--- config.mk ---
export PLATFORM = sky130hd
export DESIGN_NAME = gyro_pickup_detector
export DESIGN_NICKNAME = d
export VERILOG_FILES = /design/src/sv/gpd_pkg.sv /design/src/sv/gpd_divider.sv /design/src/sv/gpd_history.sv /design/src/sv/gyro_pickup_detector.sv
export VERILOG_INCLUDE_DIRS = /design/src /design/src/sv
export SDC_FILE = /design/constraint.sdc
export NUM_CORES = 1
export LEC_CHECK = 0
export BUFFER_PORTS_ARGS = -buffer_cell sky130_fd_sc_hd__buf_4
export CAP_MARGIN = 40
export CORE_MARGIN = 5
export CORE_UTILIZATION = 50
export CTS_CLUSTER_SIZE = 10
export DETAILED_ROUTE_END_ITERATION = 8
export HOLD_SLACK_MARGIN = 0.08
export PLACE_DENSITY = 0.67
export SYNTH_ARGS = -nofsm -noshare
export SYNTH_HDL_FRONTEND = slang
export SYNTH_SLANG_ARGS = --single-unit
--- constraint.sdc ---
create_clock -name aclk -period 7.9 [get_ports aclk]
set_input_delay 0.395 -clock aclk [delete_from_list [all_inputs] [get_ports aclk]]
set_output_delay 0.395 -clock aclk [all_outputs]
set_load 0.05 [all_outputs]
--- src/sv/gyro_pickup_detector_assert.svh ---
// assertion macros for the gyro pickup detector
`ifndef GYRO_PICKUP_DETECTOR_ASSERT_SVH
`define GYRO_PICKUP_DETECTOR_ASSERT_SVH

`ifndef SYNTHESIS
// same-cycle implication, checked out of reset
`define GPD_ASSERT_IMP(name, clk, rst_n, ante, cons, msg) \
    name: assert property (@(posedge clk) disable iff (!(rst_n)) (ante) |-> (cons)) \
        else $error(msg);
// next-cycle implication, checked out of reset
`define GPD_ASSERT_NXT(name, clk, rst_n, ante, cons, msg) \
    name: assert property (@(posedge clk) disable iff (!(rst_n)) (ante) |=> (cons)) \
        else $error(msg);
`else
`define GPD_ASSERT_IMP(name, clk, rst_n, ante, cons, msg)
`define GPD_ASSERT_NXT(name, clk, rst_n, ante, cons, msg)
`endif

`endif

--- src/sv/gpd_pkg.sv ---
package gpd_pkg;

    localparam int GYRO_W    = 16;
    localparam int SUM_W     = 24;
    localparam int MEAN_W    = 20;
    localparam int THR_W     = 20;
    localparam int LIMIT_W   = 8;
    localparam int AXES      = 3;
    localparam int AXIS_W    = 2;
    localparam int ENTRY_W   = AXES * MEAN_W;
    localparam int FRAC_BITS = 4;
    localparam int DIV_W     = SUM_W + FRAC_BITS;
    localparam int DIV_CNT_W = $clog2(DIV_W);
    localparam int IN_DATA_W  = 56;
    localparam int OUT_DATA_W = 8;
    localparam int APB_W      = 32;
    localparam int PADDR_W    = 3;

    localparam logic [THR_W-1:0]   THRESHOLD_RESET = THR_W'(210);
    localparam logic [LIMIT_W-1:0] WINDOW_RESET    = LIMIT_W'(12);

    typedef enum logic {
        OP_SAMPLE = 1'b0,
        OP_EVAL   = 1'b1
    } op_t;

    typedef enum logic {
        REG_THRESHOLD = 1'b0,
        REG_WINDOW    = 1'b1
    } reg_idx_t;

    typedef enum logic [1:0] {
        MODE_INACTIVE = 2'd0,
        MODE_GYRO     = 2'd1,
        MODE_ACTIVE   = 2'd2
    } mode_t;

    typedef enum logic [1:0] {
        EVT_NONE      = 2'd0,
        EVT_PICKED_UP = 2'd1,
        EVT_PUT_DOWN  = 2'd2
    } pick_event_t;

    typedef enum logic [2:0] {
        ST_IDLE,
        ST_EVAL,
        ST_DSTART,
        ST_DWAIT,
        ST_POST,
        ST_SCAN,
        ST_SPREAD,
        ST_FINISH
    } seq_state_t;

endpackage

--- src/sv/gpd_divider.sv ---
// restoring divider, one quotient bit per cycle
module gpd_divider (
    input  logic                             aclk,
    input  logic                             aresetn,
    input  logic                             start,
    input  logic [gpd_pkg::DIV_W-1:0]        dividend,
    input  logic [gpd_pkg::LIMIT_W-1:0]      divisor,
    output logic [gpd_pkg::DIV_W-1:0]        quotient,
    output logic                             done
);

    localparam logic [gpd_pkg::DIV_CNT_W-1:0] LAST = gpd_pkg::DIV_CNT_W'(gpd_pkg::DIV_W - 1);

    logic                            busy_reg;
    logic                            done_reg;
    logic [gpd_pkg::DIV_CNT_W-1:0]   cnt_reg;
    logic [gpd_pkg::LIMIT_W-1:0]     den_reg;
    logic [gpd_pkg::LIMIT_W-1:0]     rem_reg;
    logic [gpd_pkg::DIV_W-1:0]       quo_reg;

    logic [gpd_pkg::LIMIT_W:0]       trial;
    logic                            ge;
    logic [gpd_pkg::LIMIT_W:0]       diff;

    assign trial = {rem_reg, quo_reg[gpd_pkg::DIV_W-1]};
    assign ge    = trial >= {1'b0, den_reg};
    assign diff  = trial - {1'b0, den_reg};

    always_ff @(posedge aclk) begin
        if (!aresetn) begin
            busy_reg <= 1'b0;
            done_reg <= 1'b0;
            cnt_reg  <= '0;
        end else begin
            done_reg <= busy_reg && (cnt_reg == LAST);
            if (start) begin
                busy_reg <= 1'b1;
                cnt_reg  <= '0;
            end else if (busy_reg) begin
                cnt_reg <= cnt_reg + 1'b1;
                if (cnt_reg == LAST) begin
                    busy_reg <= 1'b0;
                end
            end
        end
    end

    always_ff @(posedge aclk) begin
        if (start) begin
            den_reg <= divisor;
            rem_reg <= '0;
            quo_reg <= dividend;
        end else if (busy_reg) begin
            rem_reg <= ge ? diff[gpd_pkg::LIMIT_W-1:0] : trial[gpd_pkg::LIMIT_W-1:0];
            quo_reg <= {quo_reg[gpd_pkg::DIV_W-2:0], ge};
        end
    end

    assign quotient = quo_reg;
    assign done     = done_reg;

endmodule

--- src/sv/gpd_history.sv ---
// mean history, one entry of three axis means per slot
module gpd_history #(
    parameter int DEPTH  = 3,
    parameter int IDX_W  = 2
) (
    input  logic                            aclk,
    input  logic                            wr_en,
    input  logic [IDX_W-1:0]                wr_idx,
    input  logic [gpd_pkg::ENTRY_W-1:0]     wr_data,
    input  logic [IDX_W-1:0]                rd_idx,
    output logic [gpd_pkg::ENTRY_W-1:0]     rd_data
);

    logic [gpd_pkg::ENTRY_W-1:0] mem_reg [DEPTH];

    always_ff @(posedge aclk) begin
        if (wr_en) begin
            mem_reg[wr_idx] <= wr_data;
        end
    end

    assign rd_data = mem_reg[rd_idx];

endmodule

--- src/sv/gyro_pickup_detector.sv ---
// channel   dir   handshake                 payload
// s_        in    s_tvalid / s_tready       s_tuser op, s_tdata flags and gyro x y z
// m_        out   m_tvalid / m_tready       m_tdata level, event, mode, irq, fifo
// apb       in    psel / penable / pready   paddr, pwdata write, prdata read
//
// a sample transfer is taken while the sequencer is idle and never stalls the input
// an evaluate transfer goes from EVAL straight to FINISH when no mean is needed;
//   when a window is taken, the shared divider works on each axis in turn, and
//   once the history is full, its entries are scanned for each axis in turn
// s_tready is low while an evaluate transfer is being worked on
// a finished result waits in the output register; a stalled m_ side holds
//   only the final step of the next evaluate transfer
// aresetn is synchronous, active low; the history needs no clearing pass

`include "gyro_pickup_detector_assert.svh"

module gyro_pickup_detector #(
    parameter int HISTORY_DEPTH = 3
) (
    input  logic                                aclk,
    input  logic                                aresetn,
    // input stream
    input  logic                                s_tvalid,
    output logic                                s_tready,
    // asleep[0], window_ready[1], gyro_x[17:2], gyro_y[33:18], gyro_z[49:34]
    input  logic [gpd_pkg::IN_DATA_W-1:0]       s_tdata,
    // op[0]
    input  logic                                s_tuser,
    // result stream
    output logic                                m_tvalid,
    input  logic                                m_tready,
    // picked_up[0], pick_event[2:1], mode[4:3], sleep_detect_on[5],
    // fifo_running[6]
    output logic [gpd_pkg::OUT_DATA_W-1:0]      m_tdata,
    // configuration
    input  logic                                psel,
    input  logic                                penable,
    input  logic                                pwrite,
    input  logic [gpd_pkg::PADDR_W-1:0]         paddr,
    input  logic [gpd_pkg::APB_W-1:0]           pwdata,
    output logic [gpd_pkg::APB_W-1:0]           prdata,
    output logic                                pready
);

    localparam int HIDX_W = (HISTORY_DEPTH > 1) ? $clog2(HISTORY_DEPTH) : 1;
    localparam int FILL_W = $clog2(HISTORY_DEPTH + 1);
    localparam int SLOT_W = FILL_W + 1;
    localparam logic [HIDX_W-1:0] LAST_ENT = HIDX_W'(HISTORY_DEPTH - 1);
    localparam logic [FILL_W-1:0] FULL_CNT = FILL_W'(HISTORY_DEPTH);
    localparam logic [SLOT_W-1:0] DEPTH_S  = SLOT_W'(HISTORY_DEPTH);
    localparam logic [gpd_pkg::AXIS_W-1:0] LAST_AXIS = gpd_pkg::AXIS_W'(gpd_pkg::AXES - 1);

    // sequencer and block state
    gpd_pkg::seq_state_t state_reg, state_next;
    gpd_pkg::mode_t      mode_reg, mode_next;

    logic signed [gpd_pkg::SUM_W-1:0]   sum_reg [gpd_pkg::AXES];
    logic [gpd_pkg::LIMIT_W-1:0]        count_reg;
    logic [FILL_W-1:0]                  fill_reg, fill_next;
    logic [HIDX_W-1:0]                  head_reg, head_next;
    logic                               level_reg, level_next;
    logic                               irq_reg, irq_next;
    logic                               fifo_reg, fifo_next;
    logic [gpd_pkg::THR_W-1:0]          thr_reg;
    logic [gpd_pkg::LIMIT_W-1:0]        limit_reg;

    // per-item working registers
    logic                               asleep_reg;
    logic                               ready_reg;
    logic [gpd_pkg::AXIS_W-1:0]         axis_reg;
    logic [HIDX_W-1:0]                  ent_reg;
    logic signed [gpd_pkg::MEAN_W-1:0]  lo_reg, hi_reg;
    logic signed [gpd_pkg::MEAN_W-1:0]  mean_reg [gpd_pkg::AXES];
    logic                               neg_reg;
    logic                               twitch_reg;

    logic                               m_tvalid_reg;
    logic [gpd_pkg::OUT_DATA_W-1:0]     m_tdata_reg;

    // sequencer strobes
    logic in_ready;
    logic div_start;
    logic scan_step;
    logic fin_fire;
    logic out_free;

    logic in_fire;
    logic acc_fire;
    logic need_mean;
    logic hist_full;
    logic over;
    logic clear_win;
    logic restart;
    logic push;
    logic [HIDX_W-1:0] push_slot;
    gpd_pkg::pick_event_t evt;

    logic signed [gpd_pkg::DIV_W-1:0]   scaled;
    logic [gpd_pkg::DIV_W-1:0]          magnitude;
    logic [gpd_pkg::DIV_W-1:0]          quotient;
    logic                               div_done;
    logic [gpd_pkg::MEAN_W-1:0]         q_low;
    logic signed [gpd_pkg::MEAN_W-1:0]  mean_val;
    logic signed [gpd_pkg::MEAN_W-1:0]  hist_val;
    logic signed [gpd_pkg::MEAN_W:0]    spread;
    logic [gpd_pkg::ENTRY_W-1:0]        hist_rd;
    logic [SLOT_W-1:0]                  slot_sum;
    logic signed [gpd_pkg::GYRO_W-1:0]  gyro_in [gpd_pkg::AXES];

    logic cfg_wr;

    assign in_fire  = s_tvalid && in_ready;
    assign out_free = !m_tvalid_reg || m_tready;

    // input fields
    assign gyro_in[0] = s_tdata[17:2];
    assign gyro_in[1] = s_tdata[33:18];
    assign gyro_in[2] = s_tdata[49:34];

    assign acc_fire = in_fire && (s_tuser == gpd_pkg::OP_SAMPLE) && fifo_reg &&
                      (count_reg < limit_reg);

    assign need_mean = ready_reg &&
                       ((mode_reg == gpd_pkg::MODE_GYRO) ||
                        ((mode_reg == gpd_pkg::MODE_ACTIVE) && !asleep_reg));
    assign hist_full = fill_reg >= FULL_CNT;

    // next state
    always_comb begin
        state_next = state_reg;
        case (state_reg)
            gpd_pkg::ST_IDLE: begin
                if (in_fire && (s_tuser == gpd_pkg::OP_EVAL)) begin
                    state_next = gpd_pkg::ST_EVAL;
                end
            end
            gpd_pkg::ST_EVAL: begin
                state_next = need_mean ? gpd_pkg::ST_DSTART : gpd_pkg::ST_FINISH;
            end
            gpd_pkg::ST_DSTART: begin
                state_next = gpd_pkg::ST_DWAIT;
            end
            gpd_pkg::ST_DWAIT: begin
                if (div_done) begin
                    state_next = (axis_reg == LAST_AXIS) ? gpd_pkg::ST_POST
                                                         : gpd_pkg::ST_DSTART;
                end
            end
            gpd_pkg::ST_POST: begin
                state_next = hist_full ? gpd_pkg::ST_SCAN : gpd_pkg::ST_FINISH;
            end
            gpd_pkg::ST_SCAN: begin
                if (ent_reg == LAST_ENT) begin
                    state_next = gpd_pkg::ST_SPREAD;
                end
            end
            gpd_pkg::ST_SPREAD: begin
                if (over || (axis_reg == LAST_AXIS)) begin
                    state_next = gpd_pkg::ST_FINISH;
                end else begin
                    state_next = gpd_pkg::ST_SCAN;
                end
            end
            gpd_pkg::ST_FINISH: begin
                if (out_free) begin
                    state_next = gpd_pkg::ST_IDLE;
                end
            end
            default: begin
                state_next = gpd_pkg::ST_IDLE;
            end
        endcase
    end

    // sequencer outputs
    always_comb begin
        in_ready  = 1'b0;
        div_start = 1'b0;
        scan_step = 1'b0;
        fin_fire  = 1'b0;
        case (state_reg)
            gpd_pkg::ST_IDLE:   in_ready  = 1'b1;
            gpd_pkg::ST_DSTART: div_start = 1'b1;
            gpd_pkg::ST_SCAN:   scan_step = 1'b1;
            gpd_pkg::ST_FINISH: fin_fire  = out_free;
            default: begin
                in_ready = 1'b0;
            end
        endcase
    end

    always_ff @(posedge aclk) begin
        if (!aresetn) begin
            state_reg <= gpd_pkg::ST_IDLE;
        end else begin
            state_reg <= state_next;
        end
    end

    // shared divider: |sum * 16| / count, one axis at a time
    assign scaled    = {sum_reg[axis_reg], {gpd_pkg::FRAC_BITS{1'b0}}};
    assign magnitude = scaled[gpd_pkg::DIV_W-1] ? gpd_pkg::DIV_W'(-scaled)
                                                : gpd_pkg::DIV_W'(scaled);

    gpd_divider u_div (
        .aclk     (aclk),
        .aresetn  (aresetn),
        .start    (div_start),
        .dividend (magnitude),
        .divisor  (count_reg),
        .quotient (quotient),
        .done     (div_done)
    );

    // quotient magnitude stays within 2^19, so the low bits carry the mean
    assign q_low    = quotient[gpd_pkg::MEAN_W-1:0];
    assign mean_val = (count_reg == '0) ? '0 :
                      neg_reg ? $signed(-q_low) : $signed(q_low);

    // history storage
    assign slot_sum  = SLOT_W'(head_reg) + SLOT_W'(fill_reg);
    assign push_slot = (slot_sum >= DEPTH_S) ? HIDX_W'(slot_sum - DEPTH_S)
                                             : HIDX_W'(slot_sum);

    gpd_history #(
        .DEPTH (HISTORY_DEPTH),
        .IDX_W (HIDX_W)
    ) u_hist (
        .aclk    (aclk),
        .wr_en   (fin_fire && push),
        .wr_idx  (hist_full ? head_reg : push_slot),
        .wr_data ({mean_reg[2], mean_reg[1], mean_reg[0]}),
        .rd_idx  (ent_reg),
        .rd_data (hist_rd)
    );

    // shared compare: running min and max, then spread against threshold
    assign hist_val = $signed(hist_rd[axis_reg*gpd_pkg::MEAN_W +: gpd_pkg::MEAN_W]);
    assign spread   = {hi_reg[gpd_pkg::MEAN_W-1], hi_reg} -
                      {lo_reg[gpd_pkg::MEAN_W-1], lo_reg};
    assign over     = spread > $signed({1'b0, thr_reg});

    // mode step, applied when the result is loaded
    always_comb begin
        mode_next  = mode_reg;
        level_next = level_reg;
        irq_next   = irq_reg;
        fifo_next  = fifo_reg;
        clear_win  = 1'b0;
        restart    = 1'b0;
        push       = 1'b0;
        case (mode_reg)
            gpd_pkg::MODE_GYRO: begin
                if (ready_reg) begin
                    clear_win = 1'b1;
                    push      = 1'b1;
                    if (hist_full) begin
                        if (twitch_reg) begin
                            level_next = 1'b1;
                        end else begin
                            mode_next = gpd_pkg::MODE_ACTIVE;
                            irq_next  = 1'b1;
                        end
                    end
                end
            end
            gpd_pkg::MODE_ACTIVE: begin
                if (asleep_reg) begin
                    level_next = 1'b0;
                    mode_next  = gpd_pkg::MODE_INACTIVE;
                    fifo_next  = 1'b0;
                end else if (ready_reg) begin
                    clear_win = 1'b1;
                    push      = 1'b1;
                    if (hist_full && twitch_reg) begin
                        level_next = 1'b1;
                        mode_next  = gpd_pkg::MODE_GYRO;
                        irq_next   = 1'b0;
                    end
                end
            end
            default: begin
                // inactive, and the unused code acts the same
                if (!asleep_reg) begin
                    mode_next = gpd_pkg::MODE_GYRO;
                    irq_next  = 1'b0;
                    fifo_next = 1'b1;
                    clear_win = 1'b1;
                    restart   = 1'b1;
                end
            end
        endcase
    end

    always_comb begin
        fill_next = fill_reg;
        head_next = head_reg;
        if (restart) begin
            fill_next = '0;
            head_next = '0;
        end else if (push) begin
            if (hist_full) begin
                head_next = (head_reg == LAST_ENT) ? '0 : head_reg + 1'b1;
            end else begin
                fill_next = fill_reg + 1'b1;
            end
        end
    end

    always_comb begin
        if (level_next == level_reg) begin
            evt = gpd_pkg::EVT_NONE;
        end else if (level_next) begin
            evt = gpd_pkg::EVT_PICKED_UP;
        end else begin
            evt = gpd_pkg::EVT_PUT_DOWN;
        end
    end

    // control state
    always_ff @(posedge aclk) begin
        if (!aresetn) begin
            mode_reg     <= gpd_pkg::MODE_ACTIVE;
            count_reg    <= '0;
            fill_reg     <= '0;
            head_reg     <= '0;
            level_reg    <= 1'b0;
            irq_reg      <= 1'b1;
            fifo_reg     <= 1'b1;
            m_tvalid_reg <= 1'b0;
        end else begin
            if (acc_fire) begin
                count_reg <= count_reg + 1'b1;
            end
            if (fin_fire) begin
                mode_reg  <= mode_next;
                level_reg <= level_next;
                irq_reg   <= irq_next;
                fifo_reg  <= fifo_next;
                fill_reg  <= fill_next;
                head_reg  <= head_next;
                if (clear_win) begin
                    count_reg <= '0;
                end
            end
            if (fin_fire) begin
                m_tvalid_reg <= 1'b1;
            end else if (m_tready) begin
                m_tvalid_reg <= 1'b0;
            end
        end
    end

    // window sums cleared with the window
    always_ff @(posedge aclk) begin
        if (!aresetn) begin
            for (int a = 0; a < gpd_pkg::AXES; a++) begin
                sum_reg[a] <= '0;
            end
        end else if (acc_fire) begin
            for (int a = 0; a < gpd_pkg::AXES; a++) begin
                sum_reg[a] <= sum_reg[a] + gpd_pkg::SUM_W'(gyro_in[a]);
            end
        end else if (fin_fire && clear_win) begin
            for (int a = 0; a < gpd_pkg::AXES; a++) begin
                sum_reg[a] <= '0;
            end
        end
    end

    // working registers of one evaluate transfer
    always_ff @(posedge aclk) begin
        if (in_fire) begin
            asleep_reg <= s_tdata[0];
            ready_reg  <= s_tdata[1];
        end
        case (state_reg)
            gpd_pkg::ST_EVAL: begin
                axis_reg   <= '0;
                twitch_reg <= 1'b0;
            end
            gpd_pkg::ST_DSTART: begin
                neg_reg <= scaled[gpd_pkg::DIV_W-1];
            end
            gpd_pkg::ST_DWAIT: begin
                if (div_done) begin
                    mean_reg[axis_reg] <= mean_val;
                    if (axis_reg != LAST_AXIS) begin
                        axis_reg <= axis_reg + 1'b1;
                    end
                end
            end
            gpd_pkg::ST_POST: begin
                axis_reg <= '0;
                ent_reg  <= '0;
                lo_reg   <= mean_reg[0];
                hi_reg   <= mean_reg[0];
            end
            gpd_pkg::ST_SCAN: begin
                if (scan_step) begin
                    if (hist_val < lo_reg) begin
                        lo_reg <= hist_val;
                    end
                    if (hist_val > hi_reg) begin
                        hi_reg <= hist_val;
                    end
                    if (ent_reg != LAST_ENT) begin
                        ent_reg <= ent_reg + 1'b1;
                    end
                end
            end
            gpd_pkg::ST_SPREAD: begin
                if (over) begin
                    twitch_reg <= 1'b1;
                end else if (axis_reg != LAST_AXIS) begin
                    axis_reg <= axis_reg + 1'b1;
                    ent_reg  <= '0;
                    lo_reg   <= mean_reg[axis_reg + 1'b1];
                    hi_reg   <= mean_reg[axis_reg + 1'b1];
                end
            end
            default: begin
            end
        endcase
    end

    // result register
    always_ff @(posedge aclk) begin
        if (fin_fire) begin
            m_tdata_reg <= {1'b0, fifo_next, irq_next, mode_next, evt, level_next};
        end
    end

    assign s_tready = in_ready;
    assign m_tvalid = m_tvalid_reg;
    assign m_tdata  = m_tdata_reg;

    // configuration port
    assign pready = 1'b1;
    assign cfg_wr = psel && penable && pwrite && pready;

    always_ff @(posedge aclk) begin
        if (!aresetn) begin
            thr_reg   <= gpd_pkg::THRESHOLD_RESET;
            limit_reg <= gpd_pkg::WINDOW_RESET;
        end else if (cfg_wr) begin
            case (gpd_pkg::reg_idx_t'(paddr[2]))
                gpd_pkg::REG_THRESHOLD: thr_reg   <= pwdata[gpd_pkg::THR_W-1:0];
                gpd_pkg::REG_WINDOW:    limit_reg <= pwdata[gpd_pkg::LIMIT_W-1:0];
                default: begin
                end
            endcase
        end
    end

    always_comb begin
        case (gpd_pkg::reg_idx_t'(paddr[2]))
            gpd_pkg::REG_THRESHOLD: prdata = gpd_pkg::APB_W'(thr_reg);
            gpd_pkg::REG_WINDOW:    prdata = gpd_pkg::APB_W'(limit_reg);
            default:                prdata = '0;
        endcase
    end

    // checks
    `GPD_ASSERT_NXT(a_eval_blocks, aclk, aresetn, s_tvalid && s_tready && (s_tuser == gpd_pkg::OP_EVAL), !s_tready, "evaluate transfer did not hold off the input")
    `GPD_ASSERT_IMP(a_event_level, aclk, aresetn, m_tvalid && (m_tdata[2:1] == gpd_pkg::EVT_PICKED_UP), m_tdata[0], "pickup event without pickup level")
    `GPD_ASSERT_IMP(a_inactive_fifo, aclk, aresetn, m_tvalid && (m_tdata[4:3] == gpd_pkg::MODE_INACTIVE), !m_tdata[6], "fifo running in inactive mode")
    `GPD_ASSERT_IMP(a_gyro_irq, aclk, aresetn, m_tvalid && (m_tdata[4:3] == gpd_pkg::MODE_GYRO), !m_tdata[5], "interrupts on in gyro only mode")

endmodule

==> metrics.md <==
| Metric | Value |
|---|---|
| WL final | between 60000 and 70000 µm |
| # fillers | 4331 |
| RSZ-0062 raised after global routing | no |
| Period minus WS final | 4.98 ns |
| FF-to-FF setup slack | between 2 and 3 ns |
| P&R area growth vs syn | 12.7% |
| Grt total ovfl | 0 |
| CP startpoint kind | register |
| Warnings, synthesis | 0 |
| Ports | 142 |
| Status | complete, no violations |
| Remaining DRCs | 0 |
| DRT iter0 DRCs | 1235 |
| Clock Skew | 0.0248 ns |
| First-pass GRT wire length | ~98000 µm |
| Gr busiest metal | met2 |
| Post-route ant nets | 0 |
| Post-DP HPWL | 41900 µm |
| Drt wl/cell | 19.2 µm |
| Post-synth top area share | 0.478 |
| Power Dens Cells | 305 nW/µm² |
| Highest clock rate | 201 MHz |
| Largest net degree at the start of global routing | 70 |
| Starting density of the core | 0.505 |
| Clk sinks | 491 |
| First-pass detailed-route iteration total | 5 |
| Post-synth top cells | edfxtp_1, nor2_1, ha_1 |
| Worst-margin pin slew | 0.898 ns |
| Met2 Use GR | 0.359 |
| Mapped Avg Cell Area | ~11 µm² |
| Crit path max fanout | 6 |
| Number of synthesized flops with an enable pin | about 420 |
| Slew Limit Headroom | 0.394 |
| Via density | 5.72 |
| Layout cells sized above 1 | 0.117 |
| Finished Core Util | 0.569 |
| DIE AREA | 57800 µm² |
| Asr flop ratio synth | 0 |
| Crit end category | register |
| Worst-path clk slew | 0.06 ns |
| Via count | 18200 |
| Pins over their slew limit | 0 |
| Root Driver | clkbuf_16 |
| Worst hold slack | 0.133 ns |
| Gr usage total | 0.211 |
| Core area | around 53000 µm² |
| Placed insts | roughly 3100 |
| TritonCTS clock tree | yes |
| Setup TNS | 0 ns |
| CTS buffer count | 56 |
| Die W | 240 µm |
| H-tree depth | 2 |
| Register area | 14100 µm² |
| Ys flop type | edfxtp_1 |
| Req. time, crit path | roughly 8.4 ns |
| Dominant cell type by area after synthesis | edfxtp_1 |
| Initial antenna violation count | 0 |
| Post-synthesis cell type count | between 70 and 80 |
| Fin. Hold Viols | 0 |
| Vias in the first global route | 18500 |
| Static Leak | around 12 nW |
| Final GP Congestion | 0.896 |
| Most frequent cell after synthesis | edfxtp_1 |
| Largest cells by area after synthesis | edfxtp_1, ha_1, dfxtp_1, nor2_1, mux4_2 |
| Routing usage on met3 | 0.0361 |
| # rows | 84 |
| Max FFs per register | 180 |
| Post-CTS sizing | 0 |
| Register area share after synthesis | 0.530 |
| Mapped Cells | between 2000 and 2500 |
| Maxcap violations | 0 |
| Peak supply drop | ~0.23 mV |
| Post-Syn Area | 26600 µm² |
| Die height | 240 µm |
| Post-Layout Cell Count | ~3200 |
| Clock Path Buffers | 3 |
| Grt met1 use | 0.281 |
| Later-pin clock latency in the skew report | 0.61 ns |
| Tcrit/Tclk final | 0.631 |
| Final setup violation count | 0 |
| Final nets | 2742 |
| Hold Path Class | in2reg |
| Multi-input gate area | 11600 µm² |
| Kind of critical path | reg2reg |
| Flops & latches, synth | 491 |
| PortBufs | 107 |
| Critical Path AT | 5.47 ns |
==> cells in the final DEF (no fill, tap or decap), drive strengths merged, types with 25 or more instances in the layout <==
cell,count
inv,125
xnor2,61
mux4,40
xor2,70
nor2,251
a21oi,170
clkbuf,84
edfxtp,423
ha,179
buf,136
nand3,37
nor2b,25
nand2b,29
o21ai,126
a21o,43
o22ai,43
nand2,174
dfxtp,68
mux2i,73
nand4,34
==> cell type report <==
| cell class | instances | share of cell area |
|---|---|---|
| Inverter | 126 | 0.0158 |
| Multi-Input combinational cell | 1626 | 0.389 |
| Timing Repair Buffer | 157 | 0.0433 |
| Sequential cell | 491 | 0.470 |
| Clock buffer | 84 | 0.0521 |
| Clock inverter | 5 | 0.00113 |
| Tap cell | 688 | 0.0288 |
| Antenna cell | 1 | 0.0000836 |
==> layer usage <==
metal	up-vias	share of wire
li1	8784	-
met1	8783	0.42
met2	511	0.49
met3	101	0.064
met4	0	0.023
met5	-	0
==> worst max-delay path: stages, from the launching register on <==
cell,delay (ns)
edfxtp_1,0.41
inv_1,0.10
ha_1,0.23
nor2b_1,0.14
o31a_1,0.28
o41a_1,0.38
o21ai_1,0.20
o21ai_0,0.17
o41a_1,0.37
a21o_1,0.19
a21oi_1,0.20
xnor2_1,0.10
ha_1,0.29
o21ai_0,0.07
nor2_1,0.12
o221a_2,0.19
o211ai_1,0.10
a41oi_1,0.69
nand2b_1,0.28
mux2_2,0.35
==> final timing paths <==
path | end | depth (start not counted) | start
worst max-delay path | register | 19 | lo_reg[1]
worst min-delay path | m_tvalid | 3 | m_tready
worst max register to register | register | 19 | lo_reg[1]
worst min register to register | thr_reg[18] | 2 | thr_reg[18]
==> cell families after synthesis <==
logic type	Yosys count	share of synthesized area
fa+ha+maj	185	0.0889
other cells	2	0.000283
mux	130	0.0698
compound gates	530	0.124
buf+inv	230	0.0353
xor+xnor	131	0.0432
simple gates	636	0.109
flops	491	0.530
==> where the power goes <==
group / leakage [nW] / internal, W / switching (W)
Sequential: 4.51 / 0.00317 / 0.000219
Combinational: 6.34 / 0.00140 / 0.00201
Clock: 0.769 / 0.00134 / 0.000976
==> metrics by stage <==
step / setup slack [ns] / total power [W] / instance area [µm²]
floorplan: 1.55 / 0.00593 / 26600
finish: 2.92 / 0.00911 / 29900
global placement: 3.11 / 0.00671 / 28000
CTS: 2.98 / 0.00917 / 29900
detailed placement: 3.02 / 0.00683 / 28100
global route: 2.61 / 0.00970 / 29900
==> what timing repair did <==
item                                   CTS  global route
hold buffers                            21             0
endpoints found under the hold margin   29             0
setup buffers                            0             0
(Power assumes the default switching activity.)
